`config.mk`:
```
export PLATFORM = sky130hd
export DESIGN_NAME = mfb_ctrl
export DESIGN_NICKNAME = d
export VERILOG_FILES = /design/src/sv/mfb_pkg.sv /design/src/sv/mfb_ctrl.sv
export SDC_FILE = /design/constraint.sdc
export NUM_CORES = 1
export LEC_CHECK = 0
export BUFFER_PORTS_ARGS = -buffer_cell sky130_fd_sc_hd__buf_4
export CORE_AREA = 2 2 39 41
export CTS_CLUSTER_SIZE = 24
export DETAILED_ROUTE_END_ITERATION = 7
export DIE_AREA = 0 0 41 43
export SLEW_MARGIN = 10
export SYNTH_ARGS = -nofsm -noshare
export SYNTH_HDL_FRONTEND = slang
export SYNTH_SLANG_ARGS = --single-unit
```
`constraint.sdc`:
```
create_clock -name clock -period 1.85 [get_ports clock]
set_input_delay 0 -clock clock [delete_from_list [all_inputs] [get_ports clock]]
set_output_delay 0 -clock clock [all_outputs]
set_load 0.01 [all_outputs]
```
`src/sv/mfb_pkg.sv`:
```
// shared constants, command codes and control/status types for the
// monochrome framebuffer with paint and frame dump; no dependencies
package mfb_pkg;

   localparam int COLUMNS    = 128;
   localparam int PAGES      = 8;
   localparam int ROWS       = PAGES * 8;
   localparam int STORE_SIZE = COLUMNS * PAGES;

   localparam int X_W    = $clog2(COLUMNS);
   localparam int PAGE_W = (PAGES > 1) ? $clog2(PAGES) : 1;
   localparam int ADDR_W = $clog2(STORE_SIZE);
   localparam int SLOT_W = $clog2(COLUMNS + 3);

   // request kinds carried on req_tuser
   localparam logic [1:0] CMD_PAINT         = 2'd0;
   localparam logic [1:0] CMD_PAINT_REFRESH = 2'd1;
   localparam logic [1:0] CMD_TICK          = 2'd2;

   localparam logic [7:0] PAGE_CMD_BASE = 8'hB0;
   localparam logic [7:0] COL_LOW_CMD   = 8'h00;
   localparam logic [7:0] COL_HIGH_CMD  = 8'h10;
   localparam logic [7:0] COL_MAX       = 8'(COLUMNS - 1);
   localparam logic [7:0] ROW_MAX       = 8'(ROWS - 1);

   // dump slots: three command bytes, then one per column
   localparam logic [SLOT_W-1:0] SLOT_PAGE_CMD  = SLOT_W'(0);
   localparam logic [SLOT_W-1:0] SLOT_COL_LOW   = SLOT_W'(1);
   localparam logic [SLOT_W-1:0] SLOT_COL_HIGH  = SLOT_W'(2);
   localparam logic [SLOT_W-1:0] SLOT_FIRST_COL = SLOT_W'(3);
   localparam logic [SLOT_W-1:0] SLOT_LAST      = SLOT_W'(COLUMNS + 2);

   localparam logic [PAGE_W-1:0] PAGE_LAST = PAGE_W'(PAGES - 1);
   localparam logic [ADDR_W-1:0] ADDR_LAST = ADDR_W'(STORE_SIZE - 1);

   typedef struct packed {
      logic accept;      // request transaction this cycle
      logic clear_en;    // write one zero byte of the clearing pass
      logic paint_load;  // latch a rectangle
      logic paint_step;  // read one byte of the rectangle walk
   } ctrl_cmd_type;

   typedef struct packed {
      logic clear_last;
      logic paint_last;
      logic rect_empty;
      logic is_paint;
      logic stage_busy;
      logic out_free;
   } dp_status_type;

   function automatic logic [ADDR_W-1:0] store_addr(input logic [PAGE_W-1:0] page,
                                                    input logic [X_W-1:0] col);
      store_addr = ADDR_W'(page) * ADDR_W'(COLUMNS) + ADDR_W'(col);
   endfunction

endpackage

```
`src/sv/mfb_ctrl.sv`:
```
// controller state machine: clearing pass, idle, rectangle walk, write drain
// depends on mfb_pkg
module mfb_ctrl (
   input  logic                  clock,
   input  logic                  reset,
   input  logic                  req_tvalid,
   output logic                  req_tready,
   input  mfb_pkg::dp_status_type status,
   output mfb_pkg::ctrl_cmd_type  cmd
);

   localparam logic [1:0] ST_CLEAR = 2'd0;
   localparam logic [1:0] ST_IDLE  = 2'd1;
   localparam logic [1:0] ST_PAINT = 2'd2;
   localparam logic [1:0] ST_DRAIN = 2'd3;

   logic [1:0] state_ff;
   logic [1:0] state_in;

   always_comb begin
      state_in       = state_ff;
      req_tready     = 1'b0;
      cmd.accept     = 1'b0;
      cmd.clear_en   = 1'b0;
      cmd.paint_load = 1'b0;
      cmd.paint_step = 1'b0;
      unique case (state_ff)
         ST_CLEAR: begin
            cmd.clear_en = 1'b1;
            if (status.clear_last) begin
               state_in = ST_IDLE;
            end
         end
         ST_IDLE: begin
            // a waiting tick byte may leave this cycle, so accept behind it
            req_tready = !status.stage_busy || status.out_free;
            cmd.accept = req_tvalid && req_tready;
            if (cmd.accept && status.is_paint && !status.rect_empty) begin
               cmd.paint_load = 1'b1;
               state_in       = ST_PAINT;
            end
         end
         ST_PAINT: begin
            cmd.paint_step = 1'b1;
            if (status.paint_last) begin
               state_in = ST_DRAIN;
            end
         end
         ST_DRAIN: begin
            state_in = ST_IDLE;
         end
         default: begin
            state_in = ST_IDLE;
         end
      endcase
   end

   always_ff @(posedge clock) begin
      if (reset) begin
         state_ff <= ST_CLEAR;
      end else begin
         state_ff <= state_in;
      end
   end

endmodule

```
==> impl_metrics.csv, run 1 <==
group,metric,value,unit
outcome,status,"complete, no violations",
critical_path,crit_path_max_fanout,3,
detailed_routing,vias,220,
grt,grt_pass1_vias,212,
critical_path,r2r_end,"state_ff[1]$_SDFFE_PP0P_",
floorplan,initial_core_util,15.55,%
timing,fmax,685.0,MHz
timing,fin_ws,0.3902,ns
critical_path,crit_type,"reg2reg",
critical_path,end_kind,"flip-flop",
timing,max-slew-margin-rel,77.32,%
layout,syn_to_final_growth,69.77,%
floorplan,dieArea,0.001763,mm2
pwr,pwr-share-comb,56.0,%
worst_hold_path,min-delay-start,"status[2]",
floorplan,num_rows,14,
place,gp_congestion,0.6037,
layout,reg_top3,"state_ff (2)",
cts,cts_resized,0,
floorplan,die_w,41,um
worst_hold_path,holdPathEnd,"state_ff[1]$_SDFFE_PP0P_",
floorplan,io_pins,14,
critical_path,critical-path-top-delay-family,"compound AO/OA/AOI/OAI gates",
synthesis,synth_flop_cell,"dfxtp_1",
cts,cts_setup_buffers,0,
critical_path,slowest_stage,"a2111oi_2",
cts,htree_num_levels,1,
worst_hold_path,holdPathStages,4,
timing,maxSlewViolCount,0,
synthesis,ys_warn_count,0,
timing,period_share,78.91,%
synthesis,synth_common_cells,"3 x ha_1, 3 x inv_1, 3 x nand2b_1, 3 x nor2b_1, 2 x dfxtp_1",
layout,antennaDiodeCount,0,
worst_hold_path,hp-class,"in2reg",
layout,stdcell_area,365.4,um2
detailed_routing,post-route-drc-count,0,
timing,period_minus_slack,1.460,ns
critical_path,cp-start-kind,"flip-flop",
synthesis,synthArstFlopShare,0,%
critical_path,worstPathCellList,"inv_1 > ha_1 > nor2b_1 > a2111oi_2 > mux2i_1",
timing,final-setup-viol-count,0,
timing,finalHoldViolCount,0,
floorplan,die_h,43,um
cts,cts.sinks,2,
pwr,switchingPower,0.0001296,W
timing,rsz0062_at_grt,"no",
cts,ctsHoldBuffers,1,
layout,drive_gt1_share,46.34,%
run,max-cap-violations,0,
layout,layout.nets,55,
pwr,p_sw_share,34.55,%
pwr,pwr-share-seq,19.1,%
grt,grt_pass1_wl,745,um
timing,worst_pin_slew,0.3395,ns
grt,grt_use_total,6.406,%
place,port_buffers,13,
grt,grt-ovfl-total,0,
synthesis,syn_area,215.2,um2
detailed_routing,drt-vias-per-instance,3.860,
place,dpl_worst_slack,0.3805,ns
cts,insertion_delay,0.22,ns
synthesis,ys_seq_area_share,18.60,%
critical_path,rr_worst_depth,5,
cts,clockRootBuffer,"clkbuf_4",
timing,fin_skew,0.002963,ns
layout,top_register,"state_ff",
critical_path,critPathArrivalTime,1.60,ns
critical_path,rrSetupSlack,0.39,ns
timing,fin_setup_tns,0,ns
critical_path,required,2.00,ns
detailed_routing,drt-wirelength-per-cell,7.702,um
layout,n_fill_cell,153,
pwr,p_int,0.0002456,W
pwr,pwr_density_cell,1027,mW/mm2
critical_path,reg2reg_from,"state_ff[0]$_SDFFE_PP0P_",
synthesis,syn_inst,24,
pwr,leakagePower,0.1917,nW
cts,clk_pin_slew,0.03,ns
synthesis,synth_fp_nets,36,
detailed_routing,drtIter0Drc,1,
synthesis,synth_area_leaders,"dfxtp_1 19%, ha_1 17%, nand3b_4 9.3%",
layout,largest_reg_flops,2,
synthesis,synth_cell_types,15,
critical_path,cp_num_buf_inv,1,
detailed_routing,firstDrtPassIters,2,
floorplan,core,0.001384,mm2
place,place_area,332.8,um2
synthesis,syn_area_per_cell,8.967,um2
grt,grt_max_degree,6,
grt,antenna_found_initial,0,
synthesis,synth.top_cell.area_share,18.60,%
pwr,p_clk_share,25.0,%
detailed_routing,ant_nets,0,
synthesis,synth_edf_count,0,
detailed_routing,routed_wl,439,um
cts,numCtsBuffers,3,
cts,cts_tree,"built",
cts,clk_path_buf_depth,2,
synthesis,synth-seq-cells,2,
critical_path,cpPeakStageDelay,0.39,ns
pwr,vdd_drop_max,0.4822,mV
synthesis,synth_top_area_cell,"dfxtp_1",
## cell families (layout without fill, tap and decap cells)
group,count (synthesis),in the layout,share of synthesized area (%)
buf+inv,3,20,5.232
simple gates,12,12,40.70
fa+ha+maj,3,3,17.44
compound gates,3,3,13.37
mux,1,1,4.651
flops,2,2,18.61
## worst register-to-register path, cell delays in order, from the launching register on
cell,delay [ns]
dfxtp_1,0.34
inv_1,0.07
ha_1,0.20
nor2b_1,0.16
a2111oi_2,0.39
mux2i_1,0.22
## cells in the final DEF (no fill, tap or decap), types with 2 or more instances in the layout
cell type / Yosys / final
buf_4: 0 / 13
inv_1: 3 / 3
nand2b_1: 3 / 3
nor2b_1: 3 / 3
ha_1: 3 / 3
clkbuf_4: 0 / 3
dfxtp_1: 2 / 2
## how the worst max path moves through the flow
stage | from | end | depth (start not counted)
3_5_place_dp | state_ff[0]$_SDFFE_PP0P_ | state_ff[1]$_SDFFE_PP0P_ | 5
6_report | state_ff[0]$_SDFFE_PP0P_ | state_ff[1]$_SDFFE_PP0P_ | 5
5_1_grt | state_ff[0]$_SDFFE_PP0P_ | state_ff[1]$_SDFFE_PP0P_ | 5
2_1_floorplan | state_ff[0]$_SDFFE_PP0P_ | state_ff[1]$_SDFFE_PP0P_ | 5
4_1_cts | state_ff[0]$_SDFFE_PP0P_ | state_ff[1]$_SDFFE_PP0P_ | 5
3_3_place_gp | state_ff[0]$_SDFFE_PP0P_ | state_ff[1]$_SDFFE_PP0P_ | 5
## stage by stage
stage | std cells | utilization [%] | hold slack, ns | total power [W]
6_report | 57 | 26.40 | 0.2128 | 0.0003752
3_5_place_dp | 53 | 24.05 | 0.1785 | 0.0002850
3_3_place_gp | 53 | 24.05 | 0.1698 | 0.0002831
2_1_floorplan | 24 | - | 0.06907 | 0.0002062
4_1_cts | 57 | 26.40 | 0.2115 | 0.0003854
5_1_grt | 57 | 26.40 | 0.2255 | 0.0004197
## layout make-up
type,instances,area [um2],area share (%)
clock buffers,3,22.52,6.164
inverters,3,11.26,3.082
multi-input cells,19,163.9,44.86
flip-flops and latches,2,40.04,10.96
well taps,16,20.02,5.479
repair buffers,14,107.6,29.45
## routing by layer
| metal | vias up | track usage [%] | share of wire [%] |
|---|---|---|---|
| met1 | 96 | 6.688 | 40 |
| met3 | 0 | 3.141 | 7.5 |
| met5 | - | 0 | 0 |
| met4 | 0 | 4.000 | 0 |
| li1 | 117 | - | - |
| met2 | 7 | 9.688 | 52 |
## power by group through the flow
stage,clock [W],combinational [W],sequential (W)
finish,0.0000936,0.000210,0.0000715
global placement,0,0.000212,0.0000714
floorplan,0,0.000137,0.0000693
CTS,0.0000988,0.000215,0.0000719
detailed placement,0,0.000213,0.0000724
global route,0.000108,0.000237,0.0000741
(Power assumes the default switching activity.)
==> run 2, diff against run 1 <==
ABC_AREA = 1   (was default)
clock period = 1.5 ns   (was 1.85 ns; I/O delays follow)
==> impl_metrics.csv, run 2 <==
group,metric,value,unit
critical_path,cp_common_cell,"inv_1",
synthesis,ys_seq_area_share,18.39,%
critical_path,cp_num_buf_inv,3,
critical_path,reg2reg_from,"state_ff[1]$_SDFFE_PP0P_",
timing,fmax,861.3,MHz
floorplan,core,0.001384,mm2
place,hpwl,377.6,um
timing,rsz0062_at_grt,"no",
cts,clk_path_buf_depth,2,
cts,numCtsBuffers,3,
synthesis,yosysMostFrequentCell,"inv_1",
detailed_routing,drt-vias-per-instance,3.418,
grt,antenna_found_initial,0,
critical_path,critical-path-top-delay-family,"flip-flops",
detailed_routing,routed_wl,416,um
critical_path,critPathArrivalTime,1.16,ns
synthesis,synth.top_cell.area_share,18.39,%
timing,finalHoldViolCount,0,
critical_path,end_kind,"output port",
grt,grt_use_total,6.112,%
layout,final_cell_mix,"13 x buf_4, 10 x inv_1, 7 x nand2_1",
grt,grt_pass1_vias,213,
timing,maxSlewViolCount,0,
layout,antennaDiodeCount,0,
layout,layout.nets,65,
pwr,leakagePower,0.2164,nW
place,port_buffers,13,
place,gp_congestion,0.6007,
layout,top_register,"state_ff",
cts,htree_num_levels,1,
timing,final-setup-viol-count,0,
synthesis,synth_top_area_cell,"dfxtp_1",
floorplan,num_rows,14,
synthesis,synth_common_cells,"10 x inv_1, 7 x nand2_1, 3 x ha_1",
pwr,vdd_drop_max,0.3349,mV
synthesis,synthArstFlopShare,0,%
floorplan,die_h,43,um
synthesis,syn_area_per_cell,6.403,um2
synthesis,synth_edf_count,0,
detailed_routing,vias,229,
worst_hold_path,min-delay-start,"status[3]",
floorplan,dieArea,0.001763,mm2
synthesis,synth_flop_cell,"dfxtp_1",
pwr,pwr_density_cell,1447,mW/mm2
timing,holdWs,0.1891,ns
floorplan,die_w,41,um
critical_path,cpPeakStageDelay,0.32,ns
timing,fin_skew,0.001065,ns
synthesis,syn_inst,34,
cts,cts.sinks,2,
grt,grt_pass1_wl,648,um
synthesis,synth_fp_nets,46,
timing,fin_setup_tns,0,ns
floorplan,initial_core_util,15.73,%
critical_path,slowest_stage,"dfxtp_1",
detailed_routing,drtIter0Drc,1,
critical_path,cp-start-kind,"flip-flop",
synthesis,synth_cell_types,13,
timing,worst_pin_slew,0.1654,ns
synthesis,synth_area_leaders,"dfxtp_1 18%, ha_1 17%, inv_1 17%",
detailed_routing,drt-wirelength-per-cell,6.209,um
cts,cts_resized,0,
cts,insertion_delay,0.22,ns
cts,cts_tree,"built",
grt,grt_max_degree,4,
layout,n_fill_cell,159,
synthesis,syn_area,217.7,um2
timing,max-slew-margin-rel,88.97,%
synthesis,synth-seq-cells,2,
critical_path,crit_path_max_fanout,3,
outcome,status,"complete, no violations",
layout,reg_top3,"state_ff (2)",
detailed_routing,firstDrtPassIters,2,
cts,clk_pin_slew,0.03,ns
layout,syn_to_final_growth,68.97,%
worst_hold_path,hp-class,"in2reg",
detailed_routing,ant_nets,0,
critical_path,critPathLaunch,"state_ff[1]$_SDFFE_PP0P_",
layout,drive_gt1_share,47.06,%
layout,largest_reg_flops,2,
critical_path,worstPathCellList,"inv_1 > ha_1 > inv_1 > nor2_1 > buf_4",
layout,mostFrequentLayoutCell,"buf_4",
detailed_routing,post-route-drc-count,0,
grt,grt-ovfl-total,0,
critical_path,crit_type,"reg2out",
timing,period_minus_slack,1.161,ns
run,max-cap-violations,0,
timing,period_share,77.41,%
cts,clockRootBuffer,"clkbuf_4",
critical_path,required,1.50,ns
synthesis,ys_warn_count,0,
floorplan,io_pins,14,
==> run 2: final timing paths <==
check / to / slack, ns / cells past startpoint
setup / recovery: cmd[1] / 0.34 / 5
hold reg to reg: state_ff[0]$_SDFFE_PP0P_ / 0.49 / 2
setup reg to reg: state_ff[1]$_SDFFE_PP0P_ / 0.38 / 8
hold / removal: state_ff[0]$_SDFFE_PP0P_ / 0.19 / 5
==> run 2: metal layers <==
layer / GRT usage, % / share of wire [%]
met4: 10.00 / 4.3
met2: 8.125 / 41
met1: 5.431 / 42
met5: 0 / 0
met3: 1.571 / 13
==> run 2: cell families after synthesis <==
family | after synthesis | synth area share, %
adders and majority gates | 3 | 17.24
DFF | 2 | 18.39
buffers and inverters | 11 | 18.97
AOI/OAI and AO/OA | 3 | 8.617
and+or+nand+nor | 15 | 36.78
==> run 2: layout make-up <==
cell class / instances / area [um2] / share of cell area [%]
sequential: 2 / 40.04 / 10.88
multi-input combinational: 21 / 136.4 / 37.07
timing repair buffer: 14 / 107.6 / 29.25
clock buffer: 3 / 22.52 / 6.122
inverter: 11 / 41.29 / 11.22
tap: 16 / 20.02 / 5.442
==> run 2: per-stage QoR <==
step / utilization [%] / instances / power [W] / setup slack, ns / area [um2]
6_report: 26.58 / 67 / 0.0005322 / 0.3389 / 367.9
5_1_grt: 26.58 / 67 / 0.0005858 / 0.2338 / 367.9
4_1_cts: 26.58 / 67 / 0.0005455 / 0.3029 / 367.9
3_5_place_dp: 24.23 / 63 / 0.0004185 / 0.3750 / 335.3
3_3_place_gp: 24.23 / 63 / 0.0004174 / 0.3807 / 335.3
2_1_floorplan: - / 34 / 0.0003202 / 0.3996 / 217.7
==> run 2: timing repair <==
| action | in CTS | in global routing |
|---|---|---|
| buffers inserted | 0 | 0 |
| hold buffers | 1 | 0 |
| hold endpoints to repair | 1 | 0 |
==> run 2: power by group <==
group | internal, W | total [W] | switching, W
sequential | 0.0000764 | 0.0000943 | 0.0000179
clock | 0.0000882 | 0.000119 | 0.0000306
combinational | 0.000152 | 0.000319 | 0.000167
total | 0.000317 | 0.000532 | 0.000215
==> run 2: worst reg2reg max path: stages, from the launching register on <==
cell     delay [ns]
dfxtp_1        0.35
inv_1          0.07
ha_1           0.19
nand2_1        0.06
nand2_1        0.08
inv_2          0.09
nand3_2        0.08
nand2_2        0.06
nor2_2         0.03
==> run 3, diff against run 2 <==
clock period = 1.1 ns   (was 1.5 ns; I/O delays follow)
==> impl_metrics.csv, run 3 (synthesis results as in run 2) <==
group,metric,value,unit
cts,clk_pin_slew,0.03,ns
floorplan,core,0.001384,mm2
place,gp_congestion,0.6344,
grt,antenna_found_initial,0,
timing,fin_skew,0.002978,ns
grt,grt_use_total,7.007,%
critical_path,rrSetupSlack,0.03,ns
place,port_buffers,13,
critical_path,cp-start-kind,"flip-flop",
grt,grt-ovfl-total,0,
detailed_routing,routed_wl,527,um
pwr,pwr_density_cell,2157,mW/mm2
detailed_routing,firstDrtPassIters,1,
pwr,leakagePower,0.2365,nW
layout,top_register,"state_ff",
critical_path,crit_type,"reg2reg",
detailed_routing,vias,251,
critical_path,crit_path_max_fanout,3,
timing,final-setup-viol-count,0,
detailed_routing,drt-wirelength-per-cell,7.529,um
floorplan,die_w,41,um
cts,clk_path_buf_depth,2,
layout,syn_to_final_growth,111.5,%
cts,cts.sinks,2,
floorplan,die_h,43,um
cts,numCtsBuffers,3,
grt,grt_pass1_wl,800,um
detailed_routing,drt-vias-per-instance,3.586,
detailed_routing,drtIter0Drc,0,
timing,period_share,96.90,%
cts,insertion_delay,0.22,ns
floorplan,initial_core_util,15.73,%
layout,antennaDiodeCount,0,
floorplan,dieArea,0.001763,mm2
layout,fin_cells,70,
pwr,vdd_drop_max,0.6870,mV
grt,grt_pass1_vias,214,
place,dp_cells,64,
timing,period_minus_slack,1.066,ns
floorplan,io_pins,14,
layout,drive_gt1_share,72.22,%
critical_path,required,1.21,ns
timing,finalHoldViolCount,0,
timing,maxSlewViolCount,0,
critical_path,end_kind,"flip-flop",
layout,final_cell_mix,"15 x buf_4, 8 x inv_1, 6 x nand2_2",
detailed_routing,ant_nets,0,
cts,htree_num_levels,1,
timing,holdWs,0.2056,ns
critical_path,critPathArrivalTime,1.18,ns
cts,cts_tree,"built",
layout,largest_reg_flops,2,
timing,fmax,938.2,MHz
place,hpwl,407.8,um
timing,worst_pin_slew,0.1458,ns
layout,mostFrequentLayoutCell,"buf_4",
detailed_routing,post-route-drc-count,0,
cts,clockRootBuffer,"clkbuf_4",
worst_hold_path,hp-class,"in2reg",
pwr,fin_total_pwr,0.0009932,W
outcome,status,"complete, no violations",
grt,grt_max_degree,4,
timing,rsz0062_at_grt,"yes",
run,max-cap-violations,0,
floorplan,num_rows,14,
timing,max-slew-margin-rel,90.21,%
layout,layout.nets,68,
layout,reg_top3,"state_ff (2)",
==> run 3: power breakdown <==
group	switching, W	internal [W]
clock	0.0000375	0.000120
sequential	0.0000424	0.000119
combinational	0.000326	0.000349
total	0.000405	0.000588
==> run 3: layer usage <==
layer | up-vias | global-route usage (%) | wire length (um)
met5 | - | 0 | 0
met4 | 0 | 4.000 | 0
met3 | 0 | 4.712 | 70
met2 | 11 | 9.375 | 260
met1 | 102 | 7.962 | 196
li1 | 138 | - | -
==> run 3: cell type report <==
type | count | area [um2]
multi-input combinational | 21 | 195.2
sequential | 2 | 45.04
clock buffer | 3 | 22.52
inverter | 11 | 43.79
fill | 156 | 923.4
tap | 16 | 20.02
timing repair buffer | 17 | 133.9
==> run 3: final timing paths <==
check / startpoint / end / cells after the start
worst max register to register: state_ff[0]$_SDFFE_PP0P_ / state_ff[1]$_SDFFE_PP0P_ / 7
worst min register to register: state_ff[0]$_SDFFE_PP0P_ / state_ff[0]$_SDFFE_PP0P_ / 3
worst min-delay path: status[3] / state_ff[0]$_SDFFE_PP0P_ / 5
worst max-delay path: state_ff[0]$_SDFFE_PP0P_ / state_ff[1]$_SDFFE_PP0P_ / 7
==> run 3: critical path, stage by stage (launching register included) <==
cell and delay, ns:
dfxtp_2 0.32, buf_6 0.12, ha_4 0.16, buf_4 0.13, nand2_4 0.08, nand3_2 0.06, nand2_2 0.07, nor2_2 0.03
==> run 3: metrics by stage <==
step	setup TNS (ns)	util, %	worst slack (ns)	area (um2)
6_report	0	33.27	0.03415	460.4
5_1_grt	-0.09751	33.27	-0.04352	460.4
4_1_cts	0	28.84	0.008823	399.1
3_5_place_dp	-0.002888	24.95	-0.002888	345.3
3_3_place_gp	0	24.95	0.01347	345.3
2_1_floorplan	0	-	0.007472	220.2
==> run 3: repair_timing <==
action / in CTS / in global routing
gates resized for setup: 4 / 14
hold endpoints to repair: 1 / 0
hold buffers: 1 / 0
setup buffers: 1 / 1
setup endpoints to repair: 4 / 5
pin swaps: 2 / 4
